[src/rtl/key_chord_matcher_top_macros.svh]
// Assertion helpers for the key chord matcher RTL.
`ifndef KEY_CHORD_MATCHER_TOP_MACROS_SVH
`define KEY_CHORD_MATCHER_TOP_MACROS_SVH

// Same-cycle implication, sampled on i_clk, off during reset.
`define KCM_ASSERT_IMP(name, ante, cons, msg) \
    name: assert property (@(posedge i_clk) disable iff (!i_rst_n) (ante) |-> (cons)) \
        else $error(msg);

// Next-cycle implication, sampled on i_clk, off during reset.
`define KCM_ASSERT_NXT(name, ante, cons, msg) \
    name: assert property (@(posedge i_clk) disable iff (!i_rst_n) (ante) |=> (cons)) \
        else $error(msg);

`endif

[src/rtl/kcm_pkg.sv]
// ----------------------------------------------------------------------------
// kcm_pkg
// Shared types and constants of the key chord matcher.
// ----------------------------------------------------------------------------
`default_nettype none

package kcm_pkg;

    localparam int KEYBOARDS_DEF = 4;
    localparam int KEYS_DEF      = 256;
    localparam int BUTTONS_DEF   = 16;
    localparam int COMBOS_DEF    = 4;
    localparam int MODS_DEF      = 3;

    localparam int CFG_W = 3;
    localparam int OPC_W = 2;
    localparam int KB_W  = 2;
    localparam int KEY_W = 8;
    localparam int BTN_W = 4;
    localparam int CS_W  = 2;
    localparam int KS_W  = 2;
    localparam int BASE_W = KB_W + KEY_W;

    localparam logic [OPC_W-1:0] OPC_SAMPLE = 2'd0;
    localparam logic [OPC_W-1:0] OPC_RULE   = 2'd1;
    localparam logic [OPC_W-1:0] OPC_QUERY  = 2'd2;
    localparam logic [OPC_W-1:0] OPC_CLEAR  = 2'd3;

    localparam int QDEPTH = 2;

    typedef enum logic [2:0] {
        CMD_NOP,
        CMD_SAMPLE,
        CMD_RULE,
        CMD_QUERY,
        CMD_CLEAR
    } t_cmd_kind;

    typedef struct packed {
        t_cmd_kind         kind;
        logic [KB_W-1:0]   kb;
        logic [KEY_W-1:0]  key;
        logic              pressed;
        logic [BTN_W-1:0]  btn;
        logic [CS_W-1:0]   cs;
        logic [KS_W-1:0]   ks;
        logic              ev;
        logic              oneshot;
    } t_cmd;

endpackage

`default_nettype wire

[src/rtl/kcm_fifo.sv]
// ----------------------------------------------------------------------------
// kcm_fifo
// Short command queue between the front and the back.
// ----------------------------------------------------------------------------
`default_nettype none

module kcm_fifo
    import kcm_pkg::*;
(
    input  wire logic i_clk,
    input  wire logic i_rst_n,
    input  wire logic i_push,
    input  wire t_cmd i_cmd,
    output logic      o_full,
    input  wire logic i_pop,
    output t_cmd      o_head,
    output logic      o_empty
);

    localparam int PTR_W = $clog2(QDEPTH);

    t_cmd                 r_mem [QDEPTH];
    logic [PTR_W-1:0]     r_wr;
    logic [PTR_W-1:0]     r_rd;
    logic [PTR_W:0]       r_cnt;

    assign o_full  = r_cnt == (PTR_W+1)'(QDEPTH);
    assign o_empty = r_cnt == '0;
    assign o_head  = r_mem[r_rd];

    always_ff @(posedge i_clk) begin
        if (i_push) r_mem[r_wr] <= i_cmd;
    end

    always_ff @(posedge i_clk) begin
        if (!i_rst_n) begin
            r_wr  <= '0;
            r_rd  <= '0;
            r_cnt <= '0;
        end else begin
            if (i_push) r_wr <= r_wr + 1'b1;
            if (i_pop)  r_rd <= r_rd + 1'b1;
            if (i_push && !i_pop)      r_cnt <= r_cnt + 1'b1;
            else if (i_pop && !i_push) r_cnt <= r_cnt - 1'b1;
        end
    end

endmodule

`default_nettype wire

[config.mk]
export PLATFORM = sky130hd
export DESIGN_NAME = kcm_fifo
export DESIGN_NICKNAME = d
export VERILOG_FILES = /design/src/rtl/key_chord_matcher_top_macros.svh /design/src/rtl/kcm_pkg.sv /design/src/rtl/kcm_fifo.sv
export SDC_FILE = /design/constraint.sdc
export NUM_CORES = 1
export LEC_CHECK = 0
export BUFFER_PORTS_ARGS = -buffer_cell sky130_fd_sc_hd__buf_2
export CAP_MARGIN = 5
export CORE_ASPECT_RATIO = 0.9
export CORE_MARGIN = 5
export CORE_UTILIZATION = 51
export CTS_BUF_LIST = sky130_fd_sc_hd__clkbuf_16
export DETAILED_ROUTE_END_ITERATION = 6
export PLACE_DENSITY = 0.76
export SLEW_MARGIN = 20
export SYNTH_ARGS = -nofsm -noshare
export SYNTH_HDL_FRONTEND = slang
export SYNTH_SLANG_ARGS = --single-unit
[constraint.sdc]
create_clock -name i_clk -period 2.45 [get_ports i_clk]
set_clock_uncertainty 0.15 [all_clocks]
set_input_delay 0 -clock i_clk [delete_from_list [all_inputs] [get_ports i_clk]]
set_output_delay 0 -clock i_clk [all_outputs]
set_load 0.005 [all_outputs]
* Word level (Yosys, flattened, before mapping) *
Memories as Yosys holds them, arrays and structs flattened. A register that Yosys moved wholly into a read port is not among the register bits.
Index checks and enable logic that the tools add are counted.

storage, ports and cells
  memories = 1
  RAM bits = 48
  input bits = 28
  word-level logic and storage cells = 21
  output and inout bits = 26
  bits in registers = 4

operators by class
  mux-type cells = 6
  add/subtract/negate cells = 4
  reduce and logical (&&, ||, !) cells = 6
  eq/ne operators = 1

memories
  name   depth  bits a word  read ports  clocked after memory_dff  write ports  line            text
  r_mem  2      24           1           1                         1            kcm_fifo.sv:22  t_cmd r_mem [QDEPTH];

operators by type and width
  operator               number
  $mux W1                4
  $mux W2                2
  $add A1 B1 Y1 const B  2
  $add A2 B1 Y2 const B  1
  $eq A2 B2 Y1 const B   1
  $logic_and A1 B1 Y1    2
  $logic_not A1 Y1       2
  $logic_not A2 Y1       1
  $reduce_bool A2 Y1     1
  $sub A2 B1 Y2 const B  1

* Logic depth before layout (Yosys ltp) *
Gate-level depths: netlist (run 1).

  depth in word-level cells = 4
  gate-level depth with buffers = 5
  depth with buffers taken out = 5

* Worst setup path after synthesis (run 1) *
No wires, ideal clock.

  path type = register to register
  from = register r_wr
  to = memory r_mem[0][0] in the netlist's numbering, enable pin
  data required time = 1.891 ns
  path buffers = 0
  data arrival time = 1.427 ns
  cell stages (with the launch flop) = 2
  setup slack = 0.464 ns
  path through = dfxtp_1 -> nor2b_1

RTL lines
  what                      line            text
  start: declaration        kcm_fifo.sv:23  logic [PTR_W-1:0] r_wr;
  start signal: assignment  kcm_fifo.sv:41  if (i_push) r_wr <= r_wr + 1'b1;
  end: declaration          kcm_fifo.sv:22

Straight into the memory's write port.

==> results.sh, run 1 <==
export IMPL_ys_seq_area_share_pct=79.0
export IMPL_pin_count=54
export IMPL_cap_violations=0
export IMPL_synth_xor_area_share_pct=1.35
export IMPL_timing_final_crit_period_ps=1890
export IMPL_worstMarginPinSlew_ps=501
export IMPL_finalCritPeriodShare_pct=77.0
export IMPL_antenna_left=0
export IMPL_core_um2=3700
export IMPL_synth_top_family_by_area="multiplexers"
export IMPL_place_hpwl_mm=2.38
export IMPL_synth_fp_nets=126
export IMPL_crit_family="flip-flops"
export IMPL_synth_edf_count=48
export IMPL_rsz0062_at_grt="false"
export IMPL_ctsHoldBuffers=27
export IMPL_grt_pass1_wl_mm=5.78
export IMPL_setup_tns_ps=0
export IMPL_slowest_delay_ps=630
export IMPL_p_leak_nw=1.04
export IMPL_path_class="flop to output pin"
export IMPL_initial_utilization_pct=52.7
export IMPL_clkLatencyLatePin_ps=280
export IMPL_yosysWarnings=0
export IMPL_routed_via_count=1121
export IMPL_syn_to_final_growth_pct=37.7
export IMPL_seqCellArea_um2=1540
export IMPL_worstRegToRegCells=3
export IMPL_synth_distinct_cells=17
export IMPL_port_buffers=53
export IMPL_viasPerCell=4.87
export IMPL_overflow=0
export IMPL_powerDensity_nw_per_um2=718
export IMPL_crit_chain="buf_4 -> mux2_2 -> buf_2"
export IMPL_crit_slowest_cell="dfxtp_1"
export IMPL_fill_cells=229
export IMPL_ir_drop_mv=0.449
export IMPL_syn_area_um2=1950
export IMPL_routed_wl_mm=3.73
export IMPL_status="completed"
export IMPL_antenna_found_initial=0
export IMPL_ys_async_sr_fraction_pct=0
export IMPL_drive_above_1_share_pct=47.8
export IMPL_ys_top_cells_by_area="edfxtp_1 (74%), mux2_2 (14%), dfxtp_1 (5.1%), and2_1 (1.3%), xor2_1 (0.90%)"
export IMPL_ys_ff_latch=53
export IMPL_synth_ff_type="edfxtp_1"
export IMPL_cts_sinks=53
export IMPL_synth_common_cells="edfxtp_1 (48), mux2_2 (24), dfxtp_1 (5)"
export IMPL_cts_root_buf="clkbuf_16"
export IMPL_slew_violations=0
export IMPL_path_clk_slew_ps=60
export IMPL_endpoint_kind="output pin"
export IMPL_synth_adder_area_share_pct=0.641
export IMPL_drt_pass1_iterations=4
export IMPL_cts_resized=0
export IMPL_cts_tree="built"
export IMPL_cp_num_buf_inv=2
export IMPL_crit_required_ps=2300
export IMPL_r2r_slack_ps=790
export IMPL_dieHeight_um=68.7
export IMPL_startpoint_type="flop"
export IMPL_num_antenna_cells=0
export IMPL_multi_input_area_um2=388
export IMPL_fmax_ghz=0.530
export IMPL_post_route_drc_count=0
export IMPL_crit_arrival_ps=1740
export IMPL_synth_simple_gate_area_share_pct=2.89
export IMPL_cp_depth=3
export IMPL_dieWidth_um=75.2
export IMPL_drtIter0Drc=43
export IMPL_synth_top_area_share_pct=73.9
export IMPL_cts_path_max_buffers=2
export IMPL_grt_pass1_vias=1193
export IMPL_grt_max_degree=18
export IMPL_synthMuxAreaShare_pct=13.9
export IMPL_rows=21
export IMPL_setup_viol=0
export IMPL_syn_instance_count=97
export IMPL_hold_slack_ps=84.4
export IMPL_place_gp_congestion=0.700
export IMPL_r2r_start="r_wr$_SDFFE_PN0P_"
export IMPL_rr_endpoint="r_wr$_SDFFE_PN0P_"
export IMPL_nets=213
export IMPL_cp_endpoint="o_head[20]"
export IMPL_wl_per_cell_um=16.2
export IMPL_yosysMostFrequentCell="edfxtp_1"
export IMPL_cts_setup_buffers=0
export IMPL_grtUsageTotal_pct=15.9
export IMPL_cts_made_buffers=5
export IMPL_syn_area_per_cell_um2=20.1
export IMPL_relSlewSlack_pct=66.6
export IMPL_cp_max_fo=13
export IMPL_finalHoldViolCount=0
export IMPL_ctsHtreeMaxLevel=2
export IMPL_synth_compound_area_share_pct=1.03
export IMPL_dieArea_um2=5160
export IMPL_min_path_type="input pin to flop"
export IMPL_synth_top_cell_by_area="edfxtp_1"
[worst min path at each step]
stage	start	endpoint	slack, ps	cells after the start
after global routing	i_push	r_cnt[1]$_SDFFE_PN0P_	110	4
after detailed placement	i_cmd[17]	r_mem[1][17]$_DFFE_PP_	40	1
after floorplan	i_cmd[0]	r_mem[0][0]$_DFFE_PP_	-50	0
final	i_push	r_cnt[1]$_SDFFE_PN0P_	80	4
after global placement	i_cmd[6]	r_mem[0][6]$_DFFE_PP_	40	1
after CTS	i_push	r_cnt[1]$_SDFFE_PN0P_	90	4
[placed cells by master, fill, tap and decap left out, types with 2 or more instances in the layout]
cell	count
dfxtp_1	5
edfxtp_1	48
and2_1	4
xor2_1	2
clkbuf_16	5
dlygate4sd3_1	27
buf_2	53
buf_4	3
mux2_2	24
[stage by stage]
stage                     cells  area (um^2)  setup slack, ps  util [%]  power [mW]
after floorplan              97         1950              464         -        1.18
after global placement      196         2280              888      61.5        1.27
after detailed placement    196         2280              860      61.5        1.28
after CTS                   230         2690              547      72.5        1.94
after global routing        230         2690              463      72.5        2.02
final                       230         2690              563      72.5        1.93
[per-layer routing]
metal | GRT usage, % | part of all wire (%) | vias to the layer above
li1 | - | - | 545
met1 | 18.2 | 40 | 537
met2 | 28.6 | 54 | 34
met3 | 4.64 | 5.5 | 5
met4 | 5.24 | 0.94 | 0
met5 | 0 | 0 | -
[kinds of logic after synthesis]
logic type	Yosys count
and+or+nand+nor	9
buffers and inverters	4
adders and majority gates	1
DFF	53
AOI/OAI and AO/OA	3
xor gates and xnor gates	3
muxes	24
[cell type report]
cell class | instances | area share, %
inverters | 1 | 0.140
repair buffers | 83 | 20.8
multi-input cells | 40 | 14.4
flip-flops and latches | 53 | 57.4
well taps | 46 | 2.14
clock buffers | 5 | 4.66
clock inverters | 2 | 0.419
[where the power goes]
group | switching [mW] | internal, mW
registers | 0.0231 | 1.04
logic | 0.0917 | 0.135
clock network | 0.268 | 0.368
[sequential cells by signal, summed over array words and instances (netlist names), named ones only]
register / count
r_rd: 1
r_cnt: 2
r_wr: 1
r_mem: 48
[worst reg2reg max path: cells and delay by family (launching register included)]
kind | cells | cell delay, ps
buf+inv | 1 | 540
simple gates | 1 | 400
flops | 1 | 320
compound gates | 1 | 200
Note: power is estimated with default switching activity, not from simulation.
==> run 2, diff against run 1 <==
--- a/config.mk
+++ b/config.mk
@@ -5,14 +5,15 @@
 export SDC_FILE = /design/constraint.sdc
 export NUM_CORES = 1
 export LEC_CHECK = 0
+export ABC_AREA = 1
 export BUFFER_PORTS_ARGS = -buffer_cell sky130_fd_sc_hd__buf_2
 export CAP_MARGIN = 5
 export CORE_ASPECT_RATIO = 0.9
 export CORE_MARGIN = 5
-export CORE_UTILIZATION = 51
+export CORE_UTILIZATION = 46
 export CTS_BUF_LIST = sky130_fd_sc_hd__clkbuf_16
 export DETAILED_ROUTE_END_ITERATION = 6
-export PLACE_DENSITY = 0.76
+export PLACE_DENSITY = 0.72
 export SLEW_MARGIN = 20
 export SYNTH_ARGS = -nofsm -noshare
 export SYNTH_HDL_FRONTEND = slang
==> constraint.sdc (replaced) <==
create_clock -name i_clk -period 1.7 [get_ports i_clk]
set_clock_uncertainty 0.15 [all_clocks]
set_input_delay 0 -clock i_clk [delete_from_list [all_inputs] [get_ports i_clk]]
set_output_delay 0 -clock i_clk [all_outputs]
set_load 0.005 [all_outputs]
==> run 2 against run 1 <==
Critical path type unchanged. Largest power group unchanged. Via count grew 5.6%. Register-to-register slack lost 350 ps. Critical endpoint is now o_head[4]. Die area grew 15%. Clock power grew 45%. Flip-flop and latch count is the same. Worst setup slack lost 360 ps.
==> results.sh, run 2 <==
export IMPL_clkLatencyLatePin_ps=280
export IMPL_place_hpwl_mm=2.61
export IMPL_grt_pass1_wl_mm=5.75
export IMPL_status="completed"
export IMPL_slew_violations=0
export IMPL_powerDensity_nw_per_um2=993
export IMPL_fill_cells=319
export IMPL_syn_instance_count=110
export IMPL_syn_area_per_cell_um2=18.8
export IMPL_timing_final_crit_period_ps=1490
export IMPL_ys_top_cells_by_area="edfxtp_1 (70%), mux2_4 (15%), dfxtp_1 (4.8%), mux2_2 (2.2%), buf_12 (1.9%)"
export IMPL_syn_area_um2=2070
export IMPL_synth_common_cells="edfxtp_1 (48), mux2_4 (20), nor2_1 (9)"
export IMPL_num_antenna_cells=0
export IMPL_cts_tree="built"
export IMPL_rows=23
export IMPL_ys_seq_area_share_pct=74.6
export IMPL_overflow=0
export IMPL_synth_ff_type="edfxtp_1"
export IMPL_core_um2=4400
export IMPL_relSlewSlack_pct=83.9
export IMPL_crit_arrival_ps=1340
export IMPL_yosysMostFrequentCell="edfxtp_1"
export IMPL_finalHoldViolCount=0
export IMPL_endpoint_kind="output pin"
export IMPL_cp_max_fo=13
export IMPL_cap_violations=0
export IMPL_seqCellArea_um2=1540
export IMPL_ys_ff_latch=53
export IMPL_synth_edf_count=48
export IMPL_cts_made_buffers=5
export IMPL_cts_resized=0
export IMPL_drtIter0Drc=34
export IMPL_dieHeight_um=73.6
export IMPL_largest_register="r_mem"
export IMPL_setup_viol=0
export IMPL_post_route_drc_count=0
export IMPL_fmax_ghz=0.670
export IMPL_synth_fp_nets=139
export IMPL_ctsHtreeMaxLevel=2
export IMPL_synth_top_cell_by_area="edfxtp_1"
export IMPL_dp_cells=228
export IMPL_crit_required_ps=1550
export IMPL_syn_to_final_growth_pct=36.2
export IMPL_wl_per_cell_um=14.3
export IMPL_viasPerCell=4.50
export IMPL_grt_max_degree=19
export IMPL_cts_sinks=53
export IMPL_yosysWarnings=0
export IMPL_pre_cts_ws_ps=435
export IMPL_min_path_type="input pin to flop"
export IMPL_cts_root_buf="clkbuf_16"
export IMPL_place_gp_congestion=0.638
export IMPL_dieWidth_um=80.6
export IMPL_initial_utilization_pct=46.9
export IMPL_path_clk_slew_ps=60
export IMPL_rsz0062_at_grt="false"
export IMPL_antenna_found_initial=0
export IMPL_finalCritPeriodShare_pct=87.8
export IMPL_grtUsageTotal_pct=13.2
export IMPL_p_leak_nw=1.18
export IMPL_setup_tns_ps=0
export IMPL_multi_input_area_um2=445
export IMPL_synth_top_area_share_pct=69.8
export IMPL_ys_async_sr_fraction_pct=0
export IMPL_worstMarginPinSlew_ps=242
export IMPL_cts_path_max_buffers=2
export IMPL_antenna_left=0
export IMPL_most_common_layout_cells="buf_2 (53), edfxtp_1 (48), dlygate4sd3_1 (27), mux2_4 (20), inv_1 (10)"
export IMPL_final_common_cell="buf_2"
export IMPL_routed_wl_mm=3.75
export IMPL_grt_pass1_vias=1288
export IMPL_p_total_mw=2.79
export IMPL_path_class="flop to output pin"
export IMPL_ir_drop_mv=0.590
export IMPL_layout_cells_non_filler=263
export IMPL_synth_distinct_cells=14
export IMPL_routed_via_count=1184
export IMPL_dieArea_um2=5930
export IMPL_drive_above_1_share_pct=44.8
export IMPL_pin_count=54
export IMPL_largest_registers="r_mem (48), r_cnt (2)"
export IMPL_nets=229
export IMPL_final_core_util_pct=63.9
export IMPL_startpoint_type="flop"
export IMPL_largest_reg_flops=48
export IMPL_drt_pass1_iterations=4
export IMPL_port_buffers=53
export IMPL_finalWorstSetupSlack_ps=208
[run 2: cell types whose count changed after synthesis, sizes merged, moves of 2 or more]
cell / change
nor2: +8
inv: +7
nand2: +8
and2: -4
xor2: -2
nor2b: -2
[run 2: cell type report]
class	instances	area share, %
inverters	8	1.07
multi-input cells	46	15.8
well taps	62	2.76
clock inverters	3	0.445
clock buffers	5	4.45
repair buffers	86	20.6
flip-flops and latches	53	54.8
[run 2: path summary, 6_finish.rpt]
path	cells after the start	slack, ps	endpoint	from
setup reg to reg	3	440	r_mem[1][15]$_DFFE_PP_	r_wr$_SDFFE_PN0P_
hold reg to reg	2	370	r_wr$_SDFFE_PN0P_	r_wr$_SDFFE_PN0P_
setup / recovery	3	210	o_head[4]	flop
hold / removal	2	290	r_mem[0][17]$_DFFE_PP_	i_cmd[17]
[run 2: critical path, cell delays in order (launching register included)]
cell     delay [ps]
dfxtp_1         320
buf_4           250
mux2_2          360
buf_2           130
[run 2: metal layers]
metal  track usage (%)  vias up  share of wire (%)
met5                 0        -                  0
met4              3.94        0               0.69
met3              4.17        4                6.6
met2              24.6       37                 54
met1              14.4      563                 39
li1                  -      580                  -
[run 2: power by group]
group / leakage (nW) / internal [mW] / switching [mW]
registers: 0.492 / 1.50 / 0.0237
logic: 0.612 / 0.200 / 0.144
clock network: 0.0762 / 0.532 / 0.392
[run 2: through the flow]
stage | cell area, um^2 | hold slack [ps]
after global placement | 2400 | 37.7
after CTS | 2810 | 279
final | 2810 | 293
after floorplan | 2070 | -51.1
after global routing | 2810 | 294
after detailed placement | 2400 | 41.1
[run 2: what timing repair did]
item	in CTS	in global routing
buffers inserted	0	0
hold buffers	27	0
setup endpoints to repair	0	0
endpoints found under the hold margin	53	0
[run 2: cells by family after synthesis]
kind of cell | count (synthesis) | synth area share [%]
AOI/OAI and AO/OA | 2 | 0.484
adders and majority gates | 1 | 0.606
buffers and inverters | 11 | 3.94
DFF | 53 | 74.6
muxes | 24 | 16.7
and+or+nand+nor | 19 | 3.63
==> run 3, diff against run 2 <==
--- a/config.mk
+++ b/config.mk
@@ -10,10 +10,10 @@
 export CAP_MARGIN = 5
 export CORE_ASPECT_RATIO = 0.9
 export CORE_MARGIN = 5
-export CORE_UTILIZATION = 46
+export CORE_UTILIZATION = 55
 export CTS_BUF_LIST = sky130_fd_sc_hd__clkbuf_16
 export DETAILED_ROUTE_END_ITERATION = 6
-export PLACE_DENSITY = 0.72
+export PLACE_DENSITY = 0.81
 export SLEW_MARGIN = 20
 export SYNTH_ARGS = -nofsm -noshare
 export SYNTH_HDL_FRONTEND = slang
==> constraint.sdc (replaced) <==
create_clock -name i_clk -period 1.8 [get_ports i_clk]
set_clock_uncertainty 0.15 [all_clocks]
set_input_delay 0 -clock i_clk [delete_from_list [all_inputs] [get_ports i_clk]]
set_output_delay 0 -clock i_clk [all_outputs]
set_load 0.005 [all_outputs]
==> run 3 against run 2 <==
Clock power fell by 6.5%. Via count is 0.17% lower. Register-to-register slack gained 60 ps. Final area decreased by 0.98%. Utilization is 12 points higher. Critical path depth stayed put. First-iteration DRC count rose by 71%. Flip-flop and latch count stayed put. Clock-buffer cell count unchanged. Total power shrank 5.9%. Largest power group unchanged.
==> results.sh, run 3 (same netlist as run 2, synthesis figures left out) <==
export IMPL_grt_pass1_wl_mm=5.87
export IMPL_overflow=0
export IMPL_place_hpwl_mm=2.38
export IMPL_port_buffers=53
export IMPL_rows=21
export IMPL_powerDensity_nw_per_um2=944
export IMPL_cap_violations=0
export IMPL_status="completed"
export IMPL_drt_pass1_iterations=4
export IMPL_path_clk_slew_ps=60
export IMPL_setup_viol=0
export IMPL_post_route_drc_count=0
export IMPL_cts_made_buffers=5
export IMPL_finalHoldViolCount=0
export IMPL_grt_pass1_vias=1245
export IMPL_clkLatencyLatePin_ps=280
export IMPL_path_class="flop to output pin"
export IMPL_multi_input_area_um2=445
export IMPL_place_gp_congestion=0.698
export IMPL_antenna_found_initial=0
export IMPL_largest_reg_flops=48
export IMPL_viasPerCell=4.84
export IMPL_routed_via_count=1182
export IMPL_ctsHoldBuffers=27
export IMPL_dieWidth_um=74.6
export IMPL_wl_per_cell_um=15.3
export IMPL_syn_to_final_growth_pct=34.8
export IMPL_endpoint_kind="output pin"
export IMPL_routed_wl_mm=3.73
export IMPL_nets=227
export IMPL_timing_final_crit_period_ps=1500
export IMPL_worstMarginPinSlew_ps=313
export IMPL_grt_max_degree=25
export IMPL_cts_path_max_buffers=2
export IMPL_dieArea_um2=5080
export IMPL_most_common_layout_cells="buf_2 (53), edfxtp_1 (48), dlygate4sd3_1 (27), mux2_4 (20), inv_1 (9)"
export IMPL_num_antenna_cells=0
export IMPL_worstRegToRegCells=3
export IMPL_setup_tns_ps=0
export IMPL_cts_root_buf="clkbuf_16"
export IMPL_p_leak_nw=1.17
export IMPL_hold_slack_ps=283
export IMPL_crit_required_ps=1650
export IMPL_pin_count=54
export IMPL_fill_cells=239
export IMPL_core_um2=3680
export IMPL_cts_sinks=53
export IMPL_largest_register="r_mem"
export IMPL_cts_tree="built"
export IMPL_cts_setup_buffers=0
export IMPL_seqCellArea_um2=1540
export IMPL_antenna_left=0
export IMPL_slew_violations=0
export IMPL_rsz0062_at_grt="false"
export IMPL_final_common_cell="buf_2"
export IMPL_drive_above_1_share_pct=43.9
export IMPL_crit_arrival_ps=1350
export IMPL_grtUsageTotal_pct=16.5
export IMPL_cts_resized=0
export IMPL_finalCritPeriodShare_pct=83.5
export IMPL_hold_depth=2
export IMPL_relSlewSlack_pct=79.2
export IMPL_ctsHtreeMaxLevel=2
export IMPL_min_path_type="input pin to flop"
export IMPL_drtIter0Drc=58
export IMPL_fmax_ghz=0.666
export IMPL_largest_registers="r_mem (48), r_cnt (2)"
export IMPL_startpoint_type="flop"
export IMPL_cp_max_fo=24
export IMPL_ir_drop_mv=0.611
export IMPL_initial_utilization_pct=56.2
export IMPL_dieHeight_um=68.1
==> run 3: cell count changes in the layout (fill, tap and decap cells not counted), sizes merged <==
cell | before | now
buf | 59 | 57
inv | 10 | 9
==> run 3: per-stage QoR <==
step	cells	utilization (%)	instance area, um^2	total power [mW]	setup slack [ps]
2_1_floorplan	110	-	2070	1.63	285
3_3_place_gp	210	64.8	2380	1.73	558
5_1_grt	244	75.7	2790	2.75	235
4_1_cts	244	75.7	2790	2.66	280
3_5_place_dp	210	64.8	2380	1.75	510
6_report	244	75.7	2790	2.63	297
==> run 3: path summary, 6_finish.rpt <==
path,to,slack [ps],start
worst max register to register,r_mem[1][11]$_DFFE_PP_,500,r_wr$_SDFFE_PN0P_
worst min register to register,r_rd$_SDFFE_PN0P_,380,r_rd$_SDFFE_PN0P_
worst min-delay path,r_mem[0][15]$_DFFE_PP_,280,i_cmd[15]
worst max-delay path,o_head[3],300,flop
==> run 3: worst max-delay path, stage by stage, from the launching register on <==
cell and delay [ps]:
dfxtp_1 350, buf_12 220, mux2_2 360, buf_2 130
==> run 3: where the power goes <==
part	switching [mW]	total, mW	internal (mW)
Sequential	0.0238	1.44	1.42
Combinational	0.135	0.325	0.190
Clock	0.366	0.863	0.497
Total	0.524	2.63	2.10
==> run 3: area by class of cell <==
| type | count | area share (%) |
|---|---|---|
| Tap cell | 46 | 2.07 |
| Sequential cell | 53 | 55.3 |
| Clock buffer | 5 | 4.49 |
| Clock inverter | 2 | 0.270 |
| Timing Repair Buffer | 84 | 20.8 |
| Inverter | 8 | 1.08 |
| Multi-Input combinational cell | 46 | 16.0 |
==> run 3: layer usage <==
| layer | share of wire (%) | GRT usage (%) | up-vias |
|---|---|---|---|
| met5 | 0 | 0 | - |
| met4 | 1.7 | 6.44 | 0 |
| met3 | 8.6 | 7.34 | 8 |
| met2 | 51 | 28.1 | 43 |
| met1 | 39 | 18.0 | 556 |
| li1 | - | - | 575 |
